File: config.mk
export PLATFORM = sky130hd
export DESIGN_NAME = nmea_sentence_checksum_framer_unit
export DESIGN_NICKNAME = d
export VERILOG_FILES = /design/src/hdl/nmea_pkg.sv /design/src/hdl/nmea_fifo.sv /design/src/hdl/nmea_cfg.sv /design/src/hdl/nmea_front.sv /design/src/hdl/nmea_back.sv /design/src/hdl/nmea_sentence_checksum_framer_unit.sv
export SDC_FILE = /design/constraint.sdc
export NUM_CORES = 1
export LEC_CHECK = 0
export ABC_CLOCK_PERIOD_IN_PS = 4200
export BUFFER_PORTS_ARGS = -buffer_cell sky130_fd_sc_hd__buf_2
export CAP_MARGIN = 10
export CORE_MARGIN = 2
export CORE_UTILIZATION = 54
export CTS_BUF_LIST = sky130_fd_sc_hd__clkbuf_8
export DETAILED_ROUTE_END_ITERATION = 16
export PLACE_DENSITY = 0.78
export SLEW_MARGIN = 20
export SYNTH_ARGS = -nofsm -noshare
export SYNTH_HDL_FRONTEND = slang
export SYNTH_SLANG_ARGS = --single-unit
File: constraint.sdc
create_clock -name clk_i -period 4.2 [get_ports clk_i]
set_input_delay 0.21 -clock clk_i [delete_from_list [all_inputs] [get_ports clk_i]]
set_output_delay 0.21 -clock clk_i [all_outputs]
set_load 0.03 [all_outputs]
File: src/hdl/nmea_pkg.sv
// ----------------------------------------------------------------------------
// nmea_pkg
// Shared types and constants of the sentence checksum framer: character
// classes, result and status codes, register map and queue entry layouts.
// ----------------------------------------------------------------------------
package nmea_pkg;

  // Default bound on counted body characters
  localparam int unsigned MaxBodyDefault = 128;

  // Queue depths between the parts (powers of two)
  localparam int unsigned CharQDepth = 4;
  localparam int unsigned ResQDepth  = 2;

  // Register port
  localparam int unsigned AddrWidth = 4;
  localparam int unsigned DataWidth = 32;

  // Framing characters
  localparam logic [7:0] ChDollar  = 8'h24;
  localparam logic [7:0] ChStar    = 8'h2A;
  localparam logic [7:0] ChNewline = 8'h0A;

  // Talker register reset values ("G", "P")
  localparam logic [7:0] TalkerFirstReset  = 8'h47;
  localparam logic [7:0] TalkerSecondReset = 8'h50;

  // Sentence type letters, first letter in the high byte
  localparam logic [23:0] LettersGsv = 24'h475356;
  localparam logic [23:0] LettersGga = 24'h474741;
  localparam logic [23:0] LettersRmc = 24'h524D43;
  localparam logic [23:0] LettersGll = 24'h474C4C;

  typedef enum logic [1:0] {
    RegPaused       = 2'd0,
    RegTalkerFirst  = 2'd1,
    RegTalkerSecond = 2'd2
  } reg_idx_e;

  typedef enum logic [2:0] {
    StOk       = 3'd0,
    StNoTalker = 3'd1,
    StNoStar   = 3'd2,
    StMismatch = 3'd3,
    StOverflow = 3'd4
  } status_e;

  typedef enum logic [2:0] {
    TypeOther = 3'd0,
    TypeGsv   = 3'd1,
    TypeGga   = 3'd2,
    TypeRmc   = 3'd3,
    TypeGll   = 3'd4
  } stype_e;

  typedef enum logic [2:0] {
    ClsDollar  = 3'd0,
    ClsNewline = 3'd1,
    ClsStar    = 3'd2,
    ClsHex     = 3'd3,
    ClsOther   = 3'd4
  } cls_e;

  // Classified character, front to back
  typedef struct packed {
    cls_e       cls;
    logic [7:0] ch;
    logic [3:0] hex;
  } char_item_t;

  // One finished sentence report
  typedef struct packed {
    status_e    status;
    stype_e     stype;
    logic [7:0] computed_sum;
    logic [7:0] received_sum;
    logic [7:0] body_length;
  } result_t;

  // Configuration register contents
  typedef struct packed {
    logic       paused;
    logic [7:0] talker_first;
    logic [7:0] talker_second;
  } cfg_t;

endpackage

File: src/hdl/nmea_fifo.sv
// ----------------------------------------------------------------------------
// nmea_fifo
// Small flip-flop queue with first-word fall-through output.
// ----------------------------------------------------------------------------
module nmea_fifo #(
  parameter int unsigned WIDTH = 8,
  parameter int unsigned DEPTH = 2
) (
  input  logic             clk_i,
  input  logic             rst_ni,
  input  logic             push_i,
  input  logic [WIDTH-1:0] data_i,
  output logic             full_o,
  input  logic             pop_i,
  output logic [WIDTH-1:0] data_o,
  output logic             empty_o
);

  localparam int unsigned PtrW = (DEPTH > 1) ? $clog2(DEPTH) : 1;
  localparam int unsigned CntW = $clog2(DEPTH + 1);

  logic [WIDTH-1:0] mem_q [DEPTH];
  logic [PtrW-1:0]  wr_ptr_q, wr_ptr_d;
  logic [PtrW-1:0]  rd_ptr_q, rd_ptr_d;
  logic [CntW-1:0]  count_q, count_d;
  logic             do_push, do_pop;

  assign full_o  = (count_q == CntW'(DEPTH));
  assign empty_o = (count_q == '0);
  assign do_push = push_i && !full_o;
  assign do_pop  = pop_i && !empty_o;
  assign data_o  = mem_q[rd_ptr_q];

  // Advance pointers and occupancy
  always_comb begin
    wr_ptr_d = wr_ptr_q;
    rd_ptr_d = rd_ptr_q;
    count_d  = count_q;
    if (do_push) begin
      wr_ptr_d = (wr_ptr_q == PtrW'(DEPTH - 1)) ? '0 : wr_ptr_q + 1'b1;
    end
    if (do_pop) begin
      rd_ptr_d = (rd_ptr_q == PtrW'(DEPTH - 1)) ? '0 : rd_ptr_q + 1'b1;
    end
    case ({do_push, do_pop})
      2'b10:   count_d = count_q + 1'b1;
      2'b01:   count_d = count_q - 1'b1;
      default: count_d = count_q;
    endcase
  end

  always_ff @(posedge clk_i or negedge rst_ni) begin
    if (!rst_ni) begin
      wr_ptr_q <= '0;
      rd_ptr_q <= '0;
      count_q  <= '0;
    end else begin
      wr_ptr_q <= wr_ptr_d;
      rd_ptr_q <= rd_ptr_d;
      count_q  <= count_d;
    end
  end

  // Store entry
  always_ff @(posedge clk_i) begin
    if (do_push) begin
      mem_q[wr_ptr_q] <= data_i;
    end
  end

endmodule

File: src/hdl/nmea_cfg.sv
// ----------------------------------------------------------------------------
// nmea_cfg
// Register file behind the APB-style port: pause bit and talker characters.
// ----------------------------------------------------------------------------
module nmea_cfg (
  input  logic                           clk_i,
  input  logic                           rst_ni,
  input  logic                           psel,
  input  logic                           penable,
  input  logic                           pwrite,
  input  logic [nmea_pkg::AddrWidth-1:0] paddr,
  input  logic [nmea_pkg::DataWidth-1:0] pwdata,
  output logic [nmea_pkg::DataWidth-1:0] prdata,
  output logic                           pready,
  output nmea_pkg::cfg_t                 cfg_o
);

  import nmea_pkg::*;

  cfg_t     cfg_q, cfg_d;
  reg_idx_e idx;
  logic     wr_en;

  assign pready = 1'b1;
  assign idx    = reg_idx_e'(paddr[3:2]);
  assign wr_en  = psel && penable && pwrite && pready;
  assign cfg_o  = cfg_q;

  // Decode writes
  always_comb begin
    cfg_d = cfg_q;
    if (wr_en) begin
      unique case (idx)
        RegPaused:       cfg_d.paused        = pwdata[0];
        RegTalkerFirst:  cfg_d.talker_first  = pwdata[7:0];
        RegTalkerSecond: cfg_d.talker_second = pwdata[7:0];
        default:         cfg_d = cfg_q;
      endcase
    end
  end

  // Decode reads
  always_comb begin
    unique case (idx)
      RegPaused:       prdata = {{(DataWidth - 1){1'b0}}, cfg_q.paused};
      RegTalkerFirst:  prdata = {{(DataWidth - 8){1'b0}}, cfg_q.talker_first};
      RegTalkerSecond: prdata = {{(DataWidth - 8){1'b0}}, cfg_q.talker_second};
      default:         prdata = '0;
    endcase
  end

  always_ff @(posedge clk_i or negedge rst_ni) begin
    if (!rst_ni) begin
      cfg_q.paused        <= 1'b0;
      cfg_q.talker_first  <= TalkerFirstReset;
      cfg_q.talker_second <= TalkerSecondReset;
    end else begin
      cfg_q <= cfg_d;
    end
  end

endmodule

File: src/hdl/nmea_front.sv
// ----------------------------------------------------------------------------
// nmea_front
// Accepts characters, drops them while paused, and classifies each one as
// dollar, newline, star, hex digit or other before queueing it.
// ----------------------------------------------------------------------------
module nmea_front (
  input  logic                 push_i,
  input  logic [7:0]           char_in_i,
  input  logic                 q_full_i,
  input  nmea_pkg::cfg_t       cfg_i,
  output logic                 q_push_o,
  output nmea_pkg::char_item_t item_o
);

  import nmea_pkg::*;

  logic is_dec, is_upper, is_lower;

  assign is_dec   = (char_in_i >= 8'h30) && (char_in_i <= 8'h39);
  assign is_upper = (char_in_i >= 8'h41) && (char_in_i <= 8'h46);
  assign is_lower = (char_in_i >= 8'h61) && (char_in_i <= 8'h66);

  // Queue every accepted request unless paused
  assign q_push_o = push_i && !q_full_i && !cfg_i.paused;

  // Classify the character and take its hex value
  always_comb begin
    item_o.ch  = char_in_i;
    item_o.hex = is_dec ? char_in_i[3:0] : char_in_i[3:0] + 4'd9;
    if (char_in_i == ChDollar) begin
      item_o.cls = ClsDollar;
    end else if (char_in_i == ChNewline) begin
      item_o.cls = ClsNewline;
    end else if (char_in_i == ChStar) begin
      item_o.cls = ClsStar;
    end else if (is_dec || is_upper || is_lower) begin
      item_o.cls = ClsHex;
    end else begin
      item_o.cls = ClsOther;
    end
  end

endmodule

File: src/hdl/nmea_back.sv
// ----------------------------------------------------------------------------
// nmea_back
// Sentence tracker: runs the XOR and body count, checks the talker, collects
// type letters and checksum digits, and builds a report at each newline.
// ----------------------------------------------------------------------------
module nmea_back #(
  parameter int unsigned MAX_BODY = nmea_pkg::MaxBodyDefault
) (
  input  logic                 clk_i,
  input  logic                 rst_ni,
  input  nmea_pkg::cfg_t       cfg_i,
  input  nmea_pkg::char_item_t item_i,
  input  logic                 item_empty_i,
  output logic                 item_pop_o,
  input  logic                 res_full_i,
  output logic                 res_push_o,
  output nmea_pkg::result_t    res_o
);

  import nmea_pkg::*;

  localparam logic [7:0] MaxBody = 8'(MAX_BODY);

  logic        open_q, open_d;
  logic        star_q, star_d;
  logic [7:0]  xor_q, xor_d;
  logic [7:0]  rx_q, rx_d;
  logic [1:0]  hcnt_q, hcnt_d;
  logic        ended_q, ended_d;
  logic [7:0]  cnt_q, cnt_d;
  logic        talk_q, talk_d;
  logic [23:0] letters_q, letters_d;
  logic        ovf_q, ovf_d;

  // Take the next character whenever the report queue has room
  assign item_pop_o = !item_empty_i && !res_full_i;
  assign res_push_o = item_pop_o && (item_i.cls == ClsNewline);

  // Update sentence state
  always_comb begin
    open_d    = open_q;
    star_d    = star_q;
    xor_d     = xor_q;
    rx_d      = rx_q;
    hcnt_d    = hcnt_q;
    ended_d   = ended_q;
    cnt_d     = cnt_q;
    talk_d    = talk_q;
    letters_d = letters_q;
    ovf_d     = ovf_q;
    if (item_pop_o) begin
      unique case (item_i.cls)
        ClsDollar: begin
          open_d    = 1'b1;
          star_d    = 1'b0;
          xor_d     = '0;
          rx_d      = '0;
          hcnt_d    = '0;
          ended_d   = 1'b0;
          cnt_d     = '0;
          talk_d    = 1'b0;
          letters_d = '0;
          ovf_d     = 1'b0;
        end
        ClsNewline: begin
          open_d = 1'b0;
        end
        default: begin
          if (open_q) begin
            if (star_q) begin
              // Checksum field: a non-hex character ends it
              if (item_i.cls != ClsHex) begin
                ended_d = 1'b1;
              end else if (!ended_q) begin
                if (hcnt_q == 2'd2) begin
                  ovf_d = 1'b1;
                end else begin
                  rx_d   = {rx_q[3:0], item_i.hex};
                  hcnt_d = hcnt_q + 1'b1;
                end
              end
            end else if (item_i.cls == ClsStar) begin
              star_d = 1'b1;
            end else begin
              // Body character
              xor_d = xor_q ^ item_i.ch;
              if (cnt_q == 8'd0) begin
                talk_d = (item_i.ch == cfg_i.talker_first);
              end else if (cnt_q == 8'd1) begin
                talk_d = talk_q && (item_i.ch == cfg_i.talker_second);
              end else if (cnt_q <= 8'd4) begin
                letters_d = {letters_q[15:0], item_i.ch};
              end
              if (cnt_q < MaxBody) begin
                cnt_d = cnt_q + 1'b1;
              end else begin
                ovf_d = 1'b1;
              end
            end
          end
        end
      endcase
    end
  end

  // Build the report from the state before the newline
  always_comb begin
    res_o.computed_sum = xor_q;
    res_o.received_sum = rx_q;
    res_o.body_length  = cnt_q;
    res_o.stype        = TypeOther;
    if (cnt_q >= 8'd5) begin
      if (letters_q == LettersGsv) begin
        res_o.stype = TypeGsv;
      end else if (letters_q == LettersGga) begin
        res_o.stype = TypeGga;
      end else if (letters_q == LettersRmc) begin
        res_o.stype = TypeRmc;
      end else if (letters_q == LettersGll) begin
        res_o.stype = TypeGll;
      end
    end
    if (!talk_q || cnt_q < 8'd2) begin
      res_o.status = StNoTalker;
    end else if (ovf_q) begin
      res_o.status = StOverflow;
    end else if (!star_q) begin
      res_o.status = StNoStar;
    end else if (rx_q != xor_q) begin
      res_o.status = StMismatch;
    end else begin
      res_o.status = StOk;
    end
    // Newline with no open sentence: bare status
    if (!open_q) begin
      res_o.status       = StNoTalker;
      res_o.stype        = TypeOther;
      res_o.computed_sum = '0;
      res_o.received_sum = '0;
      res_o.body_length  = '0;
    end
  end

  always_ff @(posedge clk_i or negedge rst_ni) begin
    if (!rst_ni) begin
      open_q    <= 1'b0;
      star_q    <= 1'b0;
      xor_q     <= '0;
      rx_q      <= '0;
      hcnt_q    <= '0;
      ended_q   <= 1'b0;
      cnt_q     <= '0;
      talk_q    <= 1'b0;
      letters_q <= '0;
      ovf_q     <= 1'b0;
    end else begin
      open_q    <= open_d;
      star_q    <= star_d;
      xor_q     <= xor_d;
      rx_q      <= rx_d;
      hcnt_q    <= hcnt_d;
      ended_q   <= ended_d;
      cnt_q     <= cnt_d;
      talk_q    <= talk_d;
      letters_q <= letters_d;
      ovf_q     <= ovf_d;
    end
  end

endmodule

File: src/hdl/nmea_sentence_checksum_framer_unit.sv
// ----------------------------------------------------------------------------
// nmea_sentence_checksum_framer_unit
// Frames NMEA 0183 sentences from a character stream and checks their XOR
// checksum, talker and type, giving one report per line.
// ----------------------------------------------------------------------------
// Usage:
//   Characters enter on a queue-style port: a request is taken at a clock
//   edge with push high and full low. Reports leave on a queue-style port:
//   the oldest report sits on the result ports while empty is low and is
//   taken at an edge with pop high.
//   Every newline taken while not paused gives exactly one report; other
//   characters give none. A newline passes the character queue and the
//   tracker, and its report is registered in the report queue.
//   Throughput: one character per clock while the report queue has room.
//   The classifier feeds a 4-entry character queue; the tracker feeds a
//   2-entry report queue. When the receiver stalls, the report queue fills,
//   the tracker halts, and full rises once the character queue is full.
//   Reset empties both queues, closes any sentence and loads the registers
//   with their defaults (not paused, talker "GP").
//   Registers (paddr): 0x0 paused, 0x4 talker first, 0x8 talker second.
//   While paused, characters are taken and discarded.
// ----------------------------------------------------------------------------
module nmea_sentence_checksum_framer_unit #(
  parameter int unsigned MAX_BODY = nmea_pkg::MaxBodyDefault
) (
  input  logic                           clk_i,
  input  logic                           rst_ni,
  // character input
  input  logic                           push,
  output logic                           full,
  input  logic [7:0]                     char_in_i,
  // report output
  output logic                           empty,
  input  logic                           pop,
  output logic [2:0]                     status_o,
  output logic [2:0]                     sentence_type_o,
  output logic [7:0]                     computed_sum_o,
  output logic [7:0]                     received_sum_o,
  output logic [7:0]                     body_length_o,
  // register port
  input  logic                           psel,
  input  logic                           penable,
  input  logic                           pwrite,
  input  logic [nmea_pkg::AddrWidth-1:0] paddr,
  input  logic [nmea_pkg::DataWidth-1:0] pwdata,
  output logic [nmea_pkg::DataWidth-1:0] prdata,
  output logic                           pready
);

  import nmea_pkg::*;

  localparam int unsigned ItemW = $bits(char_item_t);
  localparam int unsigned ResW  = $bits(result_t);

  cfg_t             cfg;
  char_item_t       front_item, back_item;
  logic [ItemW-1:0] cq_rdata;
  logic             cq_push, cq_pop, cq_empty;
  result_t          back_res, out_res;
  logic [ResW-1:0]  rq_rdata;
  logic             rq_push, rq_full;

  nmea_cfg u_cfg (
    .clk_i,
    .rst_ni,
    .psel,
    .penable,
    .pwrite,
    .paddr,
    .pwdata,
    .prdata,
    .pready,
    .cfg_o (cfg)
  );

  nmea_front u_front (
    .push_i    (push),
    .char_in_i,
    .q_full_i  (full),
    .cfg_i     (cfg),
    .q_push_o  (cq_push),
    .item_o    (front_item)
  );

  // Classified characters between front and back
  nmea_fifo #(
    .WIDTH (ItemW),
    .DEPTH (CharQDepth)
  ) u_char_q (
    .clk_i,
    .rst_ni,
    .push_i  (cq_push),
    .data_i  (front_item),
    .full_o  (full),
    .pop_i   (cq_pop),
    .data_o  (cq_rdata),
    .empty_o (cq_empty)
  );

  assign back_item = char_item_t'(cq_rdata);

  nmea_back #(
    .MAX_BODY (MAX_BODY)
  ) u_back (
    .clk_i,
    .rst_ni,
    .cfg_i        (cfg),
    .item_i       (back_item),
    .item_empty_i (cq_empty),
    .item_pop_o   (cq_pop),
    .res_full_i   (rq_full),
    .res_push_o   (rq_push),
    .res_o        (back_res)
  );

  // Finished reports toward the receiver
  nmea_fifo #(
    .WIDTH (ResW),
    .DEPTH (ResQDepth)
  ) u_res_q (
    .clk_i,
    .rst_ni,
    .push_i  (rq_push),
    .data_i  (back_res),
    .full_o  (rq_full),
    .pop_i   (pop),
    .data_o  (rq_rdata),
    .empty_o (empty)
  );

  assign out_res         = result_t'(rq_rdata);
  assign status_o        = out_res.status;
  assign sentence_type_o = out_res.stype;
  assign computed_sum_o  = out_res.computed_sum;
  assign received_sum_o  = out_res.received_sum;
  assign body_length_o   = out_res.body_length;

endmodule

==> results.md <==
- Result of the run: finished clean
- Nets: 800
- Area contributors post-synth: sky130_fd_sc_hd__edfxtp_1 (40%), sky130_fd_sc_hd__dfrtp_1 (21%), sky130_fd_sc_hd__mux2_2 (6.2%), sky130_fd_sc_hd__a22o_1 (3.7%), sky130_fd_sc_hd__mux4_2 (3.7%)
- Number of unique standard cell types used by synthesis: 60
- Total of endpoints with negative setup slack in the final report: 0
- Vias in the first global route: 5439
- Floorplan Core Area: 16520 um^2
- Height of the die: 134.0 um
- Combined area of all synthesized cells: 9122 um^2
- Num Clock Sinks: 203
- Vias: 5399
- DRC marker count from the first detailed-route iteration: 392
- # fillers: 1244
- Internal reg-to-reg setup slack: 0.86 ns
- Final hold violation count: 0
- Number of cells on the worst reg-to-reg path: 6
- Global-route wire length before repair: 27980 um
- Synthesized area per cell: 14.37 um^2
- Total Die Area: 17950 um^2
- Cell taking the most area after synthesis: sky130_fd_sc_hd__edfxtp_1
- Share of post-route cells with drive strength above 1: 24.87%
- Slew margin rel.: 37.79%
- Critical-path top delay cell: sky130_fd_sc_hd__dfrtp_1
- Crit end category: register
- End of the worst hold path: u_cfg.cfg_o[16]$_DFFE_PN0P_
- PwrDens: 675.6 nW/um^2
- Total negative slack: 0 ns
- Critical hold path startpoint: paddr[2]
- Most frequently used flop master after synthesis: sky130_fd_sc_hd__edfxtp_1
- Sequential-to-total area share from yosys stat: 62.35%
- Maximum frequency from static timing analysis: 0.2993 GHz
- Number of antenna violations at the first check in global routing: 0
- Synthesized flop and latch total: 203
- Initial Util: 55.21%
- Number of nets with antenna violations after detailed routing: 0
- Worst hold slack: 0.1125 ns
- WP data arrival: 3.82 ns
- Aggregate routed wire length: 17450 um
- Fin cells: 976
- Row count: 47
- Cells after Synth: 635
- Final critical-path setup slack: 0.8583 ns
- Pin slew with the least headroom to its limit: 0.9330 ns
- Worst slack, placed: 0.9178 ns
- Per-cell via count in the routed design: 5.532
- Fraction of the cycle the final worst path needs: 79.56%
- Critical register-to-register path endpoint: u_back.letters_q[23]$_DFFE_PN0P_
- Die outline width: 134.0 um
- Synthesis warning total: 0
- Maximum number of pins on one net before global-route repair: 84
- Utilization after layout: 62.21%
- Sum of overflow across all layers after global routing: 0
- Reg-to-reg startpoint: u_char_q.rd_ptr_q[1]$_DFFE_PN0P_
- Largest fanout of any net on the critical path: 24
- Root Buffer Master: sky130_fd_sc_hd__clkbuf_8
- Setup Skew: 0.02535 ns
- Most used cells in the layout excluding fill and tap cells: sky130_fd_sc_hd__edfxtp_1 (120), sky130_fd_sc_hd__dfrtp_1 (77), sky130_fd_sc_hd__buf_2 (63)
- Cell depth of the worst hold path: 3
- Leading cell type in the layout, fill and taps excluded: sky130_fd_sc_hd__edfxtp_1
- ANT cells: 0
- Final instance area: 10280 um^2
- I/O pin count: 116
- Path category of the worst min-delay check: input port to register
- Dpl cell area: 9533 um^2
- Synth async-reset ratio: 40.89%
- Total Power Consumption: 6.945 mW
- Crit path kind: register to register
- Yosys top cell area share: 39.50%
- Latest clock arrival within the worst-skew pair: 0.56 ns
- Clock tree from TritonCTS: done
- Cell-by-cell listing of the critical path: mux4_2, or3_1, o21ai_4, and2_4, and3_1, a22o_1
- Post-synthesis to final-layout area growth: 12.69%
- Maximum vdd ir drop: 0.4118 mV
- Maximum Capacitance Violations: 0
- Maximum clock insertion buffer count: 3
- Tot GR Track Use: 19.69%
- Number of enable flip-flop cells after synthesis: 120
- Leakage: 4.179 nW
- DRC violations left: 0
- CP max stage delay: 0.82 ns
- Estimated wirelength of the detail-placed design: 11300 um
- Max Slew Vio Count: 0
- Post-DR wirelength/cell: 17.88 um
- GP Congestion: 0.8188
- Clock edge transition at the registers on the reported setup and hold paths: 0.06 ns
- Count of placed standard cells including taps: 901
- Worst path required time: 4.67 ns
- Number of H-tree levels: 1
- # port buffers: 64
- Number of iterations in the first detailed-routing pass: 4
- Number of buffers inserted during clock tree synthesis: 31
- Fin crit period: 3.342 ns
- Nature of the critical path startpoint: register
- Setup repair after global routing missed its margin: false
layout make-up:
class | count | area (um^2) | area share, %
well taps | 220 | 275.3 | 2.678
clock inverters | 23 | 91.34 | 0.8885
repair buffers | 88 | 549.3 | 5.343
flip-flops and latches | 203 | 5688 | 55.33
clock buffers | 35 | 481.7 | 4.686
multi-input cells | 388 | 3123 | 30.38
inverters | 19 | 71.32 | 0.6938
state kept, by name, indices dropped and copies added (netlist names), 2 cells and up:
name and count:
u_char_q.rd_ptr_q 2, u_back.hcnt_q 2, u_res_q.count_q 2, u_back.letters_q 24, u_back.cnt_q 8, u_char_q.wr_ptr_q 2
u_char_q.count_q 3, u_back.xor_q 8, u_char_q.mem_q 60, u_cfg.cfg_o 17, u_res_q.mem_q 60, u_back.rx_q 8
routing by layer:
metal  global-route usage (%)  wire [um]  part of all wire (%)  vias up
met5                        0          0                     0        -
li1                         -          -                     -     2502
met4                    7.506        480                   2.8        0
met2                    32.14       8498                    49      167
met1                    26.80       7511                    43     2693
met3                    3.250        957                   5.5       37
Yosys cell counts (2+ instances only):
cell type,count
sky130_fd_sc_hd__nor4_1,9
sky130_fd_sc_hd__nand2_1,22
sky130_fd_sc_hd__nor2b_1,4
sky130_fd_sc_hd__edfxtp_1,120
sky130_fd_sc_hd__buf_1,5
sky130_fd_sc_hd__and2_1,29
sky130_fd_sc_hd__dfstp_2,6
sky130_fd_sc_hd__buf_4,25
sky130_fd_sc_hd__o31ai_1,2
sky130_fd_sc_hd__conb_1,2
sky130_fd_sc_hd__xor2_1,31
sky130_fd_sc_hd__and3_1,4
sky130_fd_sc_hd__or3_1,4
sky130_fd_sc_hd__nand3_1,14
sky130_fd_sc_hd__a22o_1,39
sky130_fd_sc_hd__nand4_1,4
sky130_fd_sc_hd__a21oi_1,4
sky130_fd_sc_hd__buf_2,2
sky130_fd_sc_hd__nor4bb_1,5
sky130_fd_sc_hd__buf_8,2
sky130_fd_sc_hd__dfrtp_1,77
sky130_fd_sc_hd__nor4b_1,3
sky130_fd_sc_hd__a2111oi_0,2
sky130_fd_sc_hd__nand3b_1,2
sky130_fd_sc_hd__nor2_1,33
sky130_fd_sc_hd__mux4_2,15
sky130_fd_sc_hd__inv_1,19
sky130_fd_sc_hd__ha_1,17
sky130_fd_sc_hd__o21ai_0,10
sky130_fd_sc_hd__mux2i_1,2
sky130_fd_sc_hd__a21o_1,3
sky130_fd_sc_hd__xnor2_1,16
sky130_fd_sc_hd__nor3_1,8
sky130_fd_sc_hd__nor3b_1,3
sky130_fd_sc_hd__mux2_2,50
sky130_fd_sc_hd__buf_6,5
sky130_fd_sc_hd__nand2b_1,2
sky130_fd_sc_hd__clkbuf_1,9
sky130_fd_sc_hd__a31oi_1,5
logic make-up (layout without fill, tap and decap cells):
logic type | count (synthesis) | count (layout) | share of synthesized area [%]
buffers and inverters | 67 | 165 | 4.471
xor gates and xnor gates | 47 | 47 | 4.512
and+or+nand+nor | 151 | 151 | 9.066
other | 2 | 25 | 0.08232
DFF | 203 | 203 | 62.35
muxes | 67 | 67 | 10.09
adders and majority gates | 18 | 18 | 2.551
AOI/OAI and AO/OA | 80 | 80 | 6.872
worst max-delay path: cells and delay by family, from the launching register on:
kind | cells | cell delay [ns]
and+or+nand+nor | 3 | 1.47
AOI/OAI and AO/OA | 2 | 0.45
muxes | 1 | 0.51
DFF | 1 | 0.82
where the power goes:
group          total [mW]  internal [mW]  switching (mW)
Sequential           3.05           2.62           0.428
Combinational        2.42           1.01            1.41
Clock                1.47          0.756           0.716
Total                6.95           4.39            2.56
worst max path at each step:
stage / endpoint / start / slack [ns] / cells past startpoint
final: u_back.letters_q[23]$_DFFE_PN0P_ / u_char_q.rd_ptr_q[1]$_DFFE_PN0P_ / 0.86 / 6
after global routing: u_back.letters_q[20]$_DFFE_PN0P_ / u_char_q.rd_ptr_q[0]$_DFFE_PN0P_ / 0.67 / 6
after CTS: u_back.letters_q[23]$_DFFE_PN0P_ / u_char_q.rd_ptr_q[1]$_DFFE_PN0P_ / 0.86 / 6
after detailed placement: u_back.letters_q[20]$_DFFE_PN0P_ / u_char_q.rd_ptr_q[1]$_DFFE_PN0P_ / 0.92 / 6
after global placement: u_back.letters_q[13]$_DFFE_PN0P_ / u_char_q.rd_ptr_q[0]$_DFFE_PN0P_ / 1.00 / 6
after floorplan: u_res_q.mem_q[0][0]$_DFFE_PP_ / u_char_q.rd_ptr_q[0]$_DFFE_PN0P_ / 1.11 / 5
repair_timing:
item / CTS / global route
buffers inserted: 0 / 0
endpoints found under the hold margin: 126 / 0
hold buffers: 17 / 0
resized for setup: 0 / 0
Power figures use the tool's default switching activity.
